## config.mk

```make
export PLATFORM = sky130hd
export DESIGN_NAME = level_bar_animator_peak_hold_flat
export DESIGN_NICKNAME = d
export VERILOG_FILES = /design/src/hdl/lbaph_pkg.sv /design/src/hdl/lbaph_if.sv /design/src/hdl/lbaph_target.sv /design/src/hdl/level_bar_animator_peak_hold.sv /design/src/flat_wrapper.sv
export VERILOG_INCLUDE_DIRS = /design/src /design/src/hdl
export SDC_FILE = /design/constraint.sdc
export NUM_CORES = 1
export LEC_CHECK = 0
export BUFFER_PORTS_ARGS = -buffer_cell sky130_fd_sc_hd__buf_2
export CELL_PAD_IN_SITES_DETAIL_PLACEMENT = 0
export CELL_PAD_IN_SITES_GLOBAL_PLACEMENT = 1
export CORE_ASPECT_RATIO = 0.5
export CORE_UTILIZATION = 49
export CTS_BUF_LIST = sky130_fd_sc_hd__clkbuf_4
export DETAILED_ROUTE_END_ITERATION = 10
export MAX_ROUTING_LAYER = met4
export PLACE_DENSITY = 0.78
export SYNTH_ARGS = -nofsm -noshare
export SYNTH_HDL_FRONTEND = slang
export SYNTH_HIERARCHICAL = 1
export SYNTH_SLANG_ARGS = --single-unit
```

## constraint.sdc

```tcl
create_clock -name clk -period 6.7 [get_ports clk]
set_clock_uncertainty 0.1 [all_clocks]
set_input_delay 1.675 -clock clk [delete_from_list [all_inputs] [get_ports clk]]
set_output_delay 1.675 -clock clk [all_outputs]
set_load 0.01 [all_outputs]
```

## src/hdl/assert_macros.svh

```systemverilog
// Assertion macros shared by the level bar animator RTL.
// Both macros sample on clk and are disabled while rst_n is low.
`ifndef ASSERT_MACROS_SVH
`define ASSERT_MACROS_SVH

// Check a property on every rising edge outside reset.
`define ASSERT_CLK(label, prop, msg) \
    label: assert property (@(posedge clk) disable iff (!rst_n) prop) else $error(msg);

// Check that a condition never holds outside reset.
`define ASSERT_NEVER(label, cond, msg) \
    `ASSERT_CLK(label, !(cond), msg)

`endif

```

## src/hdl/lbaph_pkg.sv

```systemverilog
// Shared types and constants of the level bar animator with peak hold.
// No dependencies; imported by the interfaces and every module.
`default_nettype none

package lbaph_pkg;

    localparam int COLUMNS = 21;
    localparam int LEVELS  = 4;
    localparam int NTHR    = 4;

    localparam int COL_W       = (COLUMNS > 1) ? $clog2(COLUMNS) : 1;
    localparam int COL_FIELD_W = 5;
    localparam int LVL_W       = 3;
    localparam int BYTE_W      = 8;
    localparam int THR_W       = 9;
    localparam int PERIOD_W    = 3;
    localparam int CFG_IDX_W   = 3;
    localparam int CFG_DATA_W  = 9;

    // Register reset values
    localparam logic [BYTE_W-1:0]   RSSI_FLOOR_RST = 8'd10;
    localparam logic [BYTE_W-1:0]   PAUSE_GATE_RST = 8'd18;
    localparam logic [PERIOD_W-1:0] FALL_PER_RST   = 3'd5;
    localparam logic [THR_W-1:0]    THR_RST [NTHR] = '{9'd20, 9'd40, 9'd70, 9'd110};

    // Hash and scaling constants
    localparam logic [15:0] HASH_PH_MUL  = 16'd37;
    localparam logic [15:0] HASH_COL_MUL = 16'd157;
    localparam logic [15:0] HASH_SUM_MUL = 16'd13;
    localparam logic [7:0]  SCALE_BASE   = 8'd40;
    localparam logic [7:0]  SCALE_MOD    = 8'd216;
    localparam logic [7:0]  ACT_MAX      = 8'd255;
    localparam int          TARGET_MAX   = 400;

    typedef enum logic [CFG_IDX_W-1:0] {
        CFG_RSSI_FLOOR = 3'd0,
        CFG_PAUSE_GATE = 3'd1,
        CFG_FALL_PER   = 3'd2,
        CFG_THR_ONE    = 3'd3,
        CFG_THR_TWO    = 3'd4,
        CFG_THR_THREE  = 3'd5,
        CFG_THR_FOUR   = 3'd6
    } lbaph_cfg_idx_t;

    typedef struct packed {
        logic             valid;
        logic [COL_W-1:0] col;
        logic             last;
    } lbaph_tag_t;

    typedef struct packed {
        logic [LVL_W-1:0] bar;
        logic [LVL_W-1:0] peak;
    } lbaph_entry_t;

endpackage

`default_nettype wire

```

## src/hdl/lbaph_if.sv

```systemverilog
// Valid/ready channels of the level bar animator: sample words in, column words out.
// Depends on lbaph_pkg for the field widths.
`default_nettype none

interface lbaph_sample_if import lbaph_pkg::*; ();
    logic              valid;
    logic              ready;
    logic              action;
    logic [BYTE_W-1:0] rssi;
    logic [BYTE_W-1:0] snr;
    logic              railed;

    modport source (output valid, action, rssi, snr, railed, input ready);
    modport sink (input valid, action, rssi, snr, railed, output ready);
endinterface

interface lbaph_bar_if import lbaph_pkg::*; ();
    logic                   valid;
    logic                   ready;
    logic [COL_FIELD_W-1:0] column;
    logic [LVL_W-1:0]       bar_level;
    logic [LVL_W-1:0]       peak_level;
    logic                   last;

    modport source (output valid, column, bar_level, peak_level, last, input ready);
    modport sink (input valid, column, bar_level, peak_level, last, output ready);
endinterface

`default_nettype wire

```

## src/hdl/lbaph_target.sv

```systemverilog
// Three-stage column target pipeline: hash, scale, then adjust, wobble and clamp.
// Depends on lbaph_pkg; the whole pipeline advances on en.
`default_nettype none

module lbaph_target import lbaph_pkg::*; (
    input  wire logic              clk,
    input  wire logic              rst_n,
    input  wire logic              en,
    input  wire lbaph_tag_t        issue,
    input  wire logic [BYTE_W-1:0] phase,
    input  wire logic [BYTE_W-1:0] act,
    output lbaph_tag_t             tag,
    output logic [THR_W-1:0]       target,
    output logic                   busy
);

    lbaph_tag_t        tag_a_reg, tag_b_reg, tag_c_reg;
    logic [7:0]        mix_a_reg, mix_b_reg;
    logic [15:0]       prod_b_reg;
    logic [THR_W-1:0]  target_c_reg;

    logic [15:0]       hash;
    logic [7:0]        mix_next;
    logic [7:0]        mix_mod;
    logic [7:0]        factor;
    logic [15:0]       prod_next;
    logic [16:0]       div_sum;
    logic [7:0]        quot;
    logic [THR_W-1:0]  adj;
    logic signed [4:0] wob;
    logic signed [2:0] act_hi;
    logic signed [5:0] wob_prod;
    logic signed [10:0] t_sum;
    logic [THR_W-1:0]  target_next;

    // stage A: hash of phase and column
    always_comb
    begin
        hash = (16'(phase) * HASH_PH_MUL) ^ (16'(issue.col) * HASH_COL_MUL)
             ^ ((16'(phase) + 16'(issue.col)) * HASH_SUM_MUL);
        mix_next = hash[7:0] ^ hash[15:8];
    end

    // stage B: scale activity by 40 + mix mod 216
    always_comb
    begin
        mix_mod   = (mix_a_reg >= SCALE_MOD) ? (mix_a_reg - SCALE_MOD) : mix_a_reg;
        factor    = SCALE_BASE + mix_mod;
        prod_next = 16'(act) * 16'(factor);
    end

    // stage C: divide by 255, shift or boost, wobble, clamp
    always_comb
    begin
        div_sum = 17'(prod_b_reg) + 17'(prod_b_reg[15:8]) + 17'd1;
        quot    = div_sum[15:8];
        priority if (mix_b_reg[2:0] == 3'd0)
        begin
            adj = THR_W'(quot) + THR_W'(act[7:1]);
        end
        else if (mix_b_reg[2:0] == 3'd1)
        begin
            adj = THR_W'(quot[7:2]);
        end
        else if (mix_b_reg[3:0] == 4'd2)
        begin
            adj = THR_W'(quot[7:1]);
        end
        else
        begin
            adj = THR_W'(quot);
        end
        wob      = $signed({2'b00, mix_b_reg[5:3]}) - 5'sd3;
        act_hi   = $signed({1'b0, act[7:6]});
        wob_prod = 6'(wob) * 6'(act_hi);
        t_sum    = $signed({2'b00, adj}) + 11'(wob_prod);
        priority if (t_sum < 11'sd0)
        begin
            target_next = '0;
        end
        else if (t_sum > 11'(TARGET_MAX))
        begin
            target_next = THR_W'(TARGET_MAX);
        end
        else
        begin
            target_next = THR_W'(t_sum);
        end
    end

    always_ff @(posedge clk or negedge rst_n)
    begin
        if (!rst_n)
        begin
            tag_a_reg <= '0;
            tag_b_reg <= '0;
            tag_c_reg <= '0;
        end
        else if (en)
        begin
            tag_a_reg <= issue;
            tag_b_reg <= tag_a_reg;
            tag_c_reg <= tag_b_reg;
        end
    end

    always_ff @(posedge clk)
    begin
        if (en)
        begin
            mix_a_reg    <= mix_next;
            mix_b_reg    <= mix_a_reg;
            prod_b_reg   <= prod_next;
            target_c_reg <= target_next;
        end
    end

    assign tag    = tag_c_reg;
    assign target = target_c_reg;
    assign busy   = tag_a_reg.valid || tag_b_reg.valid;

endmodule

`default_nettype wire

```

## src/hdl/level_bar_animator_peak_hold.sv

```systemverilog
// Level bar animator with peak hold. A sample word (action 0) produces COLUMNS column
// words, column 0 first, last set on the final one; a clear word (action 1) zeroes
// bars, peaks, phase and fall counter, stays idle and produces nothing. A sample passes
// through the accept, the setup state for activity, fall tick and phase, the issue of one
// column per cycle while the output is not stalled, the drain of the last column
// through the four-stage hash/scale/update pipeline, and the return to idle. The
// bar/peak memory takes one read and one write per cycle. Output stalls hold the whole
// column pipeline. No new word is taken until the previous sample has drained. The
// user must write registers only while idle; the block itself does not enforce this.
`default_nettype none
`include "assert_macros.svh"

module level_bar_animator_peak_hold import lbaph_pkg::*; (
    input  wire logic                  clk,
    input  wire logic                  rst_n,
    lbaph_sample_if.sink               sample,
    lbaph_bar_if.source                bars,
    input  wire logic                  cfg_we,
    input  wire logic [CFG_IDX_W-1:0]  cfg_index,
    input  wire logic [CFG_DATA_W-1:0] cfg_data
);

    typedef enum logic [1:0] {S_IDLE, S_SETUP, S_RUN, S_DRAIN} state_t;

    // configuration
    logic [BYTE_W-1:0]   rssi_floor_reg;
    logic [BYTE_W-1:0]   pause_gate_reg;
    logic [PERIOD_W-1:0] fall_per_reg;
    logic [THR_W-1:0]    thr_reg [NTHR];

    // control and state
    state_t              state_reg, state_next;
    logic [BYTE_W-1:0]   act_reg, act_next;
    logic                decay_reg, decay_next;
    logic                drop_reg, drop_next;
    logic [BYTE_W-1:0]   phase_reg, phase_next;
    logic [PERIOD_W-1:0] fall_cnt_reg, fall_cnt_next;
    logic [COL_W-1:0]    col_reg, col_next;
    logic [COLUMNS-1:0]  valid_bits_reg, valid_bits_next;
    lbaph_tag_t          tag_d_reg, tag_d_next;
    logic [THR_W-1:0]    target_d_reg;

    // output word
    logic                   out_valid_reg, out_valid_next;
    logic [COL_FIELD_W-1:0] out_col_reg;
    logic [LVL_W-1:0]       out_bar_reg, out_peak_reg;
    logic                   out_last_reg;

    // memory
    lbaph_entry_t        bar_mem [COLUMNS];
    lbaph_entry_t        rd_entry_reg;

    logic                adv;
    logic                accept;
    logic                in_flight;
    lbaph_tag_t          issue;
    lbaph_tag_t          tgt_tag;
    logic [THR_W-1:0]    tgt_target;
    logic                tgt_busy;
    logic [11:0]         act_sum;
    logic [BYTE_W-1:0]   act_in;
    logic [PERIOD_W-1:0] cnt_inc;
    logic [LVL_W-1:0]    want;
    lbaph_entry_t        cur;
    lbaph_entry_t        upd;
    logic                wr_en;

    assign adv    = !out_valid_reg || bars.ready;
    assign accept = sample.valid && sample.ready;
    assign sample.ready = (state_reg == S_IDLE);
    assign in_flight    = tgt_busy || tgt_tag.valid || tag_d_reg.valid;

    assign issue.valid = (state_reg == S_RUN) && adv;
    assign issue.col   = col_reg;
    assign issue.last  = (col_reg == COL_W'(COLUMNS - 1));

    lbaph_target u_target (
        .clk    (clk),
        .rst_n  (rst_n),
        .en     (adv),
        .issue  (issue),
        .phase  (phase_reg),
        .act    (act_reg),
        .tag    (tgt_tag),
        .target (tgt_target),
        .busy   (tgt_busy)
    );

    // configuration writes
    always_ff @(posedge clk or negedge rst_n)
    begin
        if (!rst_n)
        begin
            rssi_floor_reg <= RSSI_FLOOR_RST;
            pause_gate_reg <= PAUSE_GATE_RST;
            fall_per_reg   <= FALL_PER_RST;
            thr_reg        <= THR_RST;
        end
        else if (cfg_we)
        begin
            unique case (cfg_index)
                CFG_RSSI_FLOOR: rssi_floor_reg <= cfg_data[BYTE_W-1:0];
                CFG_PAUSE_GATE: pause_gate_reg <= cfg_data[BYTE_W-1:0];
                CFG_FALL_PER:   fall_per_reg   <= cfg_data[PERIOD_W-1:0];
                CFG_THR_ONE:    thr_reg[0]     <= cfg_data[THR_W-1:0];
                CFG_THR_TWO:    thr_reg[1]     <= cfg_data[THR_W-1:0];
                CFG_THR_THREE:  thr_reg[2]     <= cfg_data[THR_W-1:0];
                CFG_THR_FOUR:   thr_reg[3]     <= cfg_data[THR_W-1:0];
                default: ;
            endcase
        end
    end

    // activity of the incoming word, saturated
    always_comb
    begin
        act_sum = 12'(sample.rssi) + {1'b0, sample.snr, 3'b000};
        if (sample.railed || (sample.rssi < rssi_floor_reg))
        begin
            act_in = '0;
        end
        else if (act_sum > 12'(ACT_MAX))
        begin
            act_in = ACT_MAX;
        end
        else
        begin
            act_in = act_sum[BYTE_W-1:0];
        end
    end

    // quantise the target: last threshold reached wins
    always_comb
    begin
        want = '0;
        for (int i = 0; i < NTHR; i++)
        begin
            if ((i < LEVELS) && (target_d_reg >= thr_reg[i]))
            begin
                want = LVL_W'(i + 1);
            end
        end
        if (want > LVL_W'(LEVELS))
        begin
            want = LVL_W'(LEVELS);
        end
    end

    // bar and peak update of the column in stage D
    always_comb
    begin
        cur = valid_bits_reg[tag_d_reg.col] ? rd_entry_reg : '0;
        upd = cur;
        if (decay_reg)
        begin
            upd.bar  = '0;
            upd.peak = (cur.bar > cur.peak) ? cur.bar : cur.peak;
            if (drop_reg && (upd.peak != '0))
            begin
                upd.peak = upd.peak - LVL_W'(1);
            end
        end
        else
        begin
            if (want > cur.bar)
            begin
                upd.bar = cur.bar + LVL_W'(1);
            end
            else if (want < cur.bar)
            begin
                upd.bar = cur.bar - LVL_W'(1);
            end
            upd.peak = (upd.bar > cur.peak) ? upd.bar : cur.peak;
            if (drop_reg && (upd.peak > upd.bar))
            begin
                upd.peak = upd.peak - LVL_W'(1);
            end
        end
    end

    assign wr_en = adv && tag_d_reg.valid;

    // next-state logic
    always_comb
    begin
        state_next      = state_reg;
        act_next        = act_reg;
        decay_next      = decay_reg;
        drop_next       = drop_reg;
        phase_next      = phase_reg;
        fall_cnt_next   = fall_cnt_reg;
        col_next        = col_reg;
        valid_bits_next = valid_bits_reg;
        tag_d_next      = tag_d_reg;
        out_valid_next  = out_valid_reg;
        cnt_inc         = fall_cnt_reg + PERIOD_W'(1);

        if (adv)
        begin
            tag_d_next     = tgt_tag;
            out_valid_next = tag_d_reg.valid;
        end
        if (wr_en)
        begin
            valid_bits_next[tag_d_reg.col] = 1'b1;
        end

        unique case (state_reg)
            S_IDLE:
            begin
                if (accept)
                begin
                    if (sample.action)
                    begin
                        valid_bits_next = '0;
                        phase_next      = '0;
                        fall_cnt_next   = '0;
                    end
                    else
                    begin
                        act_next   = act_in;
                        state_next = S_SETUP;
                    end
                end
            end
            S_SETUP:
            begin
                decay_next = (act_reg < pause_gate_reg);
                if (cnt_inc >= fall_per_reg)
                begin
                    fall_cnt_next = '0;
                    drop_next     = 1'b1;
                end
                else
                begin
                    fall_cnt_next = cnt_inc;
                    drop_next     = 1'b0;
                end
                if (act_reg >= pause_gate_reg)
                begin
                    phase_next = phase_reg + BYTE_W'(1);
                end
                col_next   = '0;
                state_next = S_RUN;
            end
            S_RUN:
            begin
                if (adv)
                begin
                    if (issue.last)
                    begin
                        state_next = S_DRAIN;
                    end
                    else
                    begin
                        col_next = col_reg + COL_W'(1);
                    end
                end
            end
            S_DRAIN:
            begin
                if (!in_flight)
                begin
                    state_next = S_IDLE;
                end
            end
            default: state_next = S_IDLE;
        endcase
    end

    always_ff @(posedge clk or negedge rst_n)
    begin
        if (!rst_n)
        begin
            state_reg      <= S_IDLE;
            act_reg        <= '0;
            decay_reg      <= 1'b0;
            drop_reg       <= 1'b0;
            phase_reg      <= '0;
            fall_cnt_reg   <= '0;
            col_reg        <= '0;
            valid_bits_reg <= '0;
            tag_d_reg      <= '0;
            out_valid_reg  <= 1'b0;
        end
        else
        begin
            state_reg      <= state_next;
            act_reg        <= act_next;
            decay_reg      <= decay_next;
            drop_reg       <= drop_next;
            phase_reg      <= phase_next;
            fall_cnt_reg   <= fall_cnt_next;
            col_reg        <= col_next;
            valid_bits_reg <= valid_bits_next;
            tag_d_reg      <= tag_d_next;
            out_valid_reg  <= out_valid_next;
        end
    end

    // payload of stage D and of the output word
    always_ff @(posedge clk)
    begin
        if (adv)
        begin
            target_d_reg <= tgt_target;
            out_col_reg  <= COL_FIELD_W'(tag_d_reg.col);
            out_bar_reg  <= upd.bar;
            out_peak_reg <= upd.peak;
            out_last_reg <= tag_d_reg.last;
        end
    end

    // bar/peak memory: read as a column enters stage D, write back as it leaves.
    // Columns of one sample are distinct and samples do not overlap, so no forwarding.
    always_ff @(posedge clk)
    begin
        if (wr_en)
        begin
            bar_mem[tag_d_reg.col] <= upd;
        end
        if (adv && tgt_tag.valid)
        begin
            rd_entry_reg <= bar_mem[tgt_tag.col];
        end
    end

    assign bars.valid      = out_valid_reg;
    assign bars.column     = out_col_reg;
    assign bars.bar_level  = out_bar_reg;
    assign bars.peak_level = out_peak_reg;
    assign bars.last       = out_last_reg;

    `ASSERT_CLK(a_peak_not_below_bar, bars.valid |-> bars.peak_level >= bars.bar_level, "peak below bar")
    `ASSERT_NEVER(a_ready_while_busy, sample.ready && in_flight, "word taken with columns in flight")
    `ASSERT_CLK(a_clear_stays_idle, accept && sample.action |=> state_reg == S_IDLE, "clear left idle")

endmodule

`default_nettype wire

```

## src/flat_wrapper.sv

```systemverilog
// flat-port wrapper written by rule: the top's interface ports become plain ports
module level_bar_animator_peak_hold_flat import lbaph_pkg::*;
  (clk, rst_n, cfg_we, cfg_index, cfg_data, sample_valid, sample_action, sample_rssi, sample_snr, sample_railed, sample_ready, bars_valid, bars_column, bars_bar_level, bars_peak_level, bars_last, bars_ready);
  lbaph_sample_if sample_i ();
  lbaph_bar_if bars_i ();
  input  wire logic clk;
  input  wire logic rst_n;
  input  wire logic cfg_we;
  input  wire logic [CFG_IDX_W-1:0] cfg_index;
  input  wire logic [CFG_DATA_W-1:0] cfg_data;
  input wire logic [$bits(sample_i.valid)-1:0] sample_valid;
  input wire logic [$bits(sample_i.action)-1:0] sample_action;
  input wire logic [$bits(sample_i.rssi)-1:0] sample_rssi;
  input wire logic [$bits(sample_i.snr)-1:0] sample_snr;
  input wire logic [$bits(sample_i.railed)-1:0] sample_railed;
  output wire logic [$bits(sample_i.ready)-1:0] sample_ready;
  output wire logic [$bits(bars_i.valid)-1:0] bars_valid;
  output wire logic [$bits(bars_i.column)-1:0] bars_column;
  output wire logic [$bits(bars_i.bar_level)-1:0] bars_bar_level;
  output wire logic [$bits(bars_i.peak_level)-1:0] bars_peak_level;
  output wire logic [$bits(bars_i.last)-1:0] bars_last;
  input wire logic [$bits(bars_i.ready)-1:0] bars_ready;
  assign sample_i.valid = sample_valid;
  assign sample_i.action = sample_action;
  assign sample_i.rssi = sample_rssi;
  assign sample_i.snr = sample_snr;
  assign sample_i.railed = sample_railed;
  assign sample_ready = sample_i.ready;
  assign bars_valid = bars_i.valid;
  assign bars_column = bars_i.column;
  assign bars_bar_level = bars_i.bar_level;
  assign bars_peak_level = bars_i.peak_level;
  assign bars_last = bars_i.last;
  assign bars_i.ready = bars_ready;
  level_bar_animator_peak_hold u_core (.clk(clk), .rst_n(rst_n), .sample(sample_i), .bars(bars_i), .cfg_we(cfg_we), .cfg_index(cfg_index), .cfg_data(cfg_data));
endmodule
```

### Word level (Yosys, flattened, before mapping)

Memory sizes are Yosys's and may differ from the RTL's. A register that Yosys moved wholly into a read port is not among the register bits.
Index checks and enable logic that the tools add are counted.

| storage, ports and cells | value |
|---|---|
| bits in read-only memories | 0 |
| output and inout bits | 14 |
| word-level logic and storage cells | 186 |
| flip-flop bits (word level) | 193 |
| RAM bits | 126 |
| latch bits | 0 |
| memories kept | 1 |

Memories:

| memory | words | bits a word | read ports | clocked after memory_dff | wr ports | RTL line | RTL |
|---|---|---|---|---|---|---|---|
| u_core.bar_mem | 21 | 6 | 1 | 1 | 1 | level_bar_animator_peak_hold.sv:50 | `lbaph_entry_t bar_mem [COLUMNS];` |

| cells by class | value |
|---|---|
| shift operators | 0 |
| $lt $le $gt $ge | 20 |
| add/subtract/negate cells | 16 |
| $mul | 5 |
| reduce and logical (&&, ||, !) cells | 32 |
| multiplexer cells | 49 |
| bitwise operators | 5 |
| div/mod/pow operators | 0 |
| equal/unequal tests | 20 |

Operators with widths:

| operator | number |
|---|---|
| $mux W21 | 4 |
| $mux W8 | 8 |
| $ge A9 B9 Y1 | 4 |
| $mux W3 | 12 |
| $xor A14 B13 Y14 | 2 |
| $or A21 B21 Y21 | 1 |
| $mux W9 | 2 |
| $add A16 B1 Y16 const B | 1 |
| $add A16 B8 Y16 | 1 |
| $lt A8 B8 Y1 | 2 |
| $mul A8 B8 Y16 | 1 |
| $pmux W8 S2 | 1 |
| $mul A8 B6 Y14 const B | 1 |
| $mux W2 | 7 |
| $reduce_and A2 Y1 | 7 |
| $mul A5 B8 Y13 const B | 1 |
| $mul A9 B4 Y13 const B | 1 |
| $add A8 B11 Y12 | 1 |
| $gt A12 B8 Y1 const B | 1 |
| $gt A3 B3 Y1 | 4 |
| $mux W6 | 2 |
| $ne A2 B2 Y1 const B | 6 |
| $add A10 B6 Y11 | 1 |
| $gt A11 B10 Y1 const B | 1 |
| 46 further kinds | 75 |

### Logic depth before layout (Yosys ltp)

| logic depth | value |
|---|---|
| word-level depth | 17 |
| depth in mapped cells | 31 |

### Modules after synthesis

The synthesis kept the hierarchy.

Modules (own cells, without submodules):

| module | seq. area each (µm²) | times used | area each (µm²) | cells each |
|---|---|---|---|---|
| level_bar_animator_peak_hold | 7419.6 | 1 | 12660.9 | 942 |
| lbaph_target | 1696.6 | 1 | 8321.7 | 864 |

### Worst setup path before layout

OpenSTA, ideal clock, no wires.

| timing | value |
|---|---|
| path kind | flip-flop to flip-flop |
| start point | register u_core/tag_d_reg[1] (netlist name) |
| end point | memory u_core/bar_mem[0][2] (netlist name) (data pin) |
| period minus slack after synthesis | 6.490 ns |
| slack | 0.210 ns |
| required time | 6.160 ns |
| library setup time | 0.440 ns |
| arrival time | 5.951 ns |
| stages on the path, launching flop included | 31 |
| path through | dfrtp_1 buf_2 buf_4 mux2i_1 nor2_1 o32a_1 or3b_1 buf_2 and2_1 inv_1 ha_1 nand2_1 o21ai_0 mux2i_1 xnor2_1 inv_1 ha_1 nand3b_1 a32oi_1 nor2b_1 a31oi_1 a2bb2oi_1 inv_1 ha_1 nor2b_1 o21a_1 o2111ai_1 a211o_1 o22ai_1 nor2_1 o2111ai_1 |

RTL lines:

| what | RTL line | RTL |
|---|---|---|
| start, declared | level_bar_animator_peak_hold.sv:40 | `lbaph_tag_t tag_d_reg, tag_d_next;` |
| start signal, assigned | level_bar_animator_peak_hold.sv:296 | `tag_d_reg <= tag_d_next;` |
| end, declared | level_bar_animator_peak_hold.sv:50 |  |

==> flow_summary.ini <==
[synth]
synth_ff_type = edfxtp_1
syn_inst = 1806
async_reset_ff_frac = 0.4092
syn_avg_cell_area_um2 = 11.62
syn_area_um2 = 20980
yosysUniqueCellTypes = 92
synth_edf_count = 192
ys_warn_count = 6
ys_seq_elements = 325
yosysSeqAreaShare = 0.4345
syn_nets = 2129

[sta]
setup_viol = 0
worst_slack_ns = 0.3902
worstMarginPinSlew_ns = 1.127
slew_headroom = 0.2460
finalMaxSlewViolations = 0
post-route-period-util = 0.9418
period_needed_ns = 6.310
fmax_ghz = 0.1585
finalHoldViolations = 0

[job]
cap_violations = 0

[drt]
firstDrtPassIters = 5
drtIter0Drc = 794
drc_errors = 0
wl_per_cell_um = 17.94
drtAntennaViolNets = 0
via_per_inst = 5.396
num_vias = 13790
wl_um = 45860

[die]
die-area_um2 = 43700
die_y_um = 148.3
initial_utilization = 0.4983
row_count = 53
core_area_um2 = 42110
pin_count = 49
dieWidth_um = 294.7

[global_route]
grt_pass1_wl_um = 73720
grt.overflow.total = 0
grt_max_degree = 80
grt_pass1_vias = 13500
antenna_found_initial = 1
grt_usage = 0.2253

[placement]
dp_slack_ns = 0.007803
port_buffers = 48
gp_congestion = 0.8485
dpl.hpwl_um = 32900

[setup_path]
crit_path_top_delay_cell = dfrtp_2
cpPeakStageDelay_ns = 0.57
cp_max_fo = 22
arrival_ns = 6.80
worstSetupPathType = flip-flop to flip-flop
cp-start-kind = flip-flop
critPathRequiredTime_ns = 7.19
worst_setup_path_end_kind = flip-flop

[finish]
mostFrequentLayoutCell = ha_1
layout_common_cells = ha_1, inv_1, edfxtp_1
drive_above_1_share = 0.1911
num-nets-final = 2246
nFillCells = 3650
fin_util = 0.5496
largest_reg_flops = 126
syn_to_final_growth_pct = 10.30

[clock_network]
clkTransAtPathRegs_ns = 0.08
cts_made_buffers = 76
cts_tree = built
clkSinkCount = 325
cts.htree.levels = 3
clockRootBuffer = clkbuf_4
cts_buffer_depth = 3
clock_latency_ns = 0.80

[worst_hold_path]
hp-class = flip-flop to flip-flop

[outcome]
status = finished, final reports clean
-- Yosys cell counts, types with 37 or more instances --
master	n	area (um2)
o21ai_0	74	370.4
inv_1	193	724.4
xnor2_1	75	656.9
nand2_1	119	446.7
mux4_2	37	833.3
a21oi_1	67	335.3
dfrtp_1	115	2878
mux2_2	64	720.7
and2_1	52	325.3
fa_1	57	1141
edfxtp_1	192	5766
nor2_1	74	277.8
ha_1	231	2890
o21a_1	39	292.8
-- routing by layer --
layer | GRT usage | share of wire
met2 | 0.3388 | 0.45
met1 | 0.3118 | 0.48
met3 | 0.04214 | 0.047
met4 | 0.06615 | 0.022
met5 | - | 0
-- per-stage QoR --
| step | TNS [ns] | instance area, um2 | hold slack [ns] | cells |
|---|---|---|---|---|
| floorplan | 0 | 20980 | 0.3003 | 1806 |
| global placement | 0 | 22000 | 0.3011 | 2418 |
| detailed placement | 0 | 22000 | 0.3059 | 2418 |
| CTS | 0 | 23030 | 0.3273 | 2551 |
| global route | -0.8267 | 23140 | 0.3315 | 2556 |
| finish | 0 | 23140 | 0.3265 | 2556 |
-- logic make-up after synthesis --
family                     count (synthesis)  share of synthesized area
muxes                                    122                    0.08438
DFF                                      325                     0.4345
AOI/OAI and AO/OA                        318                     0.1003
and+or+nand+nor                          416                     0.1024
xor gates and xnor gates                 100                    0.04317
buffers and inverters                    237                    0.04317
adders and majority gates                288                     0.1921
-- worst paths after layout --
kind                                                       end  cells after the start                               startpoint  slack, ns
setup / recovery           u_core/bars.peak_level[0]$_DFFE_PN_                     28          u_core/tag_d_reg[1]$_DFFE_PN0N_       0.39
hold / removal                u_core/target_d_reg[3]$_DFFE_PN_                      0  u_core/u_target/target[3]$_SDFFCE_PP0P_       0.33
setup reg to reg           u_core/bars.peak_level[0]$_DFFE_PN_                     28          u_core/tag_d_reg[1]$_DFFE_PN0N_       0.39
hold reg to reg               u_core/target_d_reg[3]$_DFFE_PN_                      0  u_core/u_target/target[3]$_SDFFCE_PP0P_       0.33
max in group asynchronous   u_core/u_target/tag[1]$_DFFE_PN0P_                      2                                    rst_n       4.41
min in group asynchronous        u_core/act_reg[2]$_DFFE_PN0P_                      1                                    rst_n       0.86
-- critical path, delay by kind of cell (launching register included) --
family / cells / cell delay [ns]
AO/OA/AOI/OAI: 12 / 2.31
buffers and inverters: 4 / 0.40
multiplexers: 1 / 0.24
flip-flops: 1 / 0.57
adder cells (fa/ha/maj): 3 / 0.84
AND/OR/NAND/NOR: 8 / 1.65
-- timing repair --
item,in CTS,in global routing
gates cloned,0,0
buffers inserted,0,4
resized for setup,2,17
setup endpoints to repair,44,67
hold buffers,0,0
pin swaps,0,6
-- area by class of cell --
type | instances | area, um2 | share of cell area
multi-input combinational | 1244 | 11040 | 0.4771
tap | 577 | 721.9 | 0.03119
clock inverter | 28 | 235.2 | 0.01016
antenna | 1 | 2.502 | 0.0001081
timing repair buffer | 80 | 498.0 | 0.02152
sequential | 325 | 9120 | 0.3940
clock buffer | 105 | 788.3 | 0.03406
inverter | 196 | 735.7 | 0.03179
Power is not shown: default switching activity piles up to over one toggle a cycle in this logic, so the estimate is an artifact.
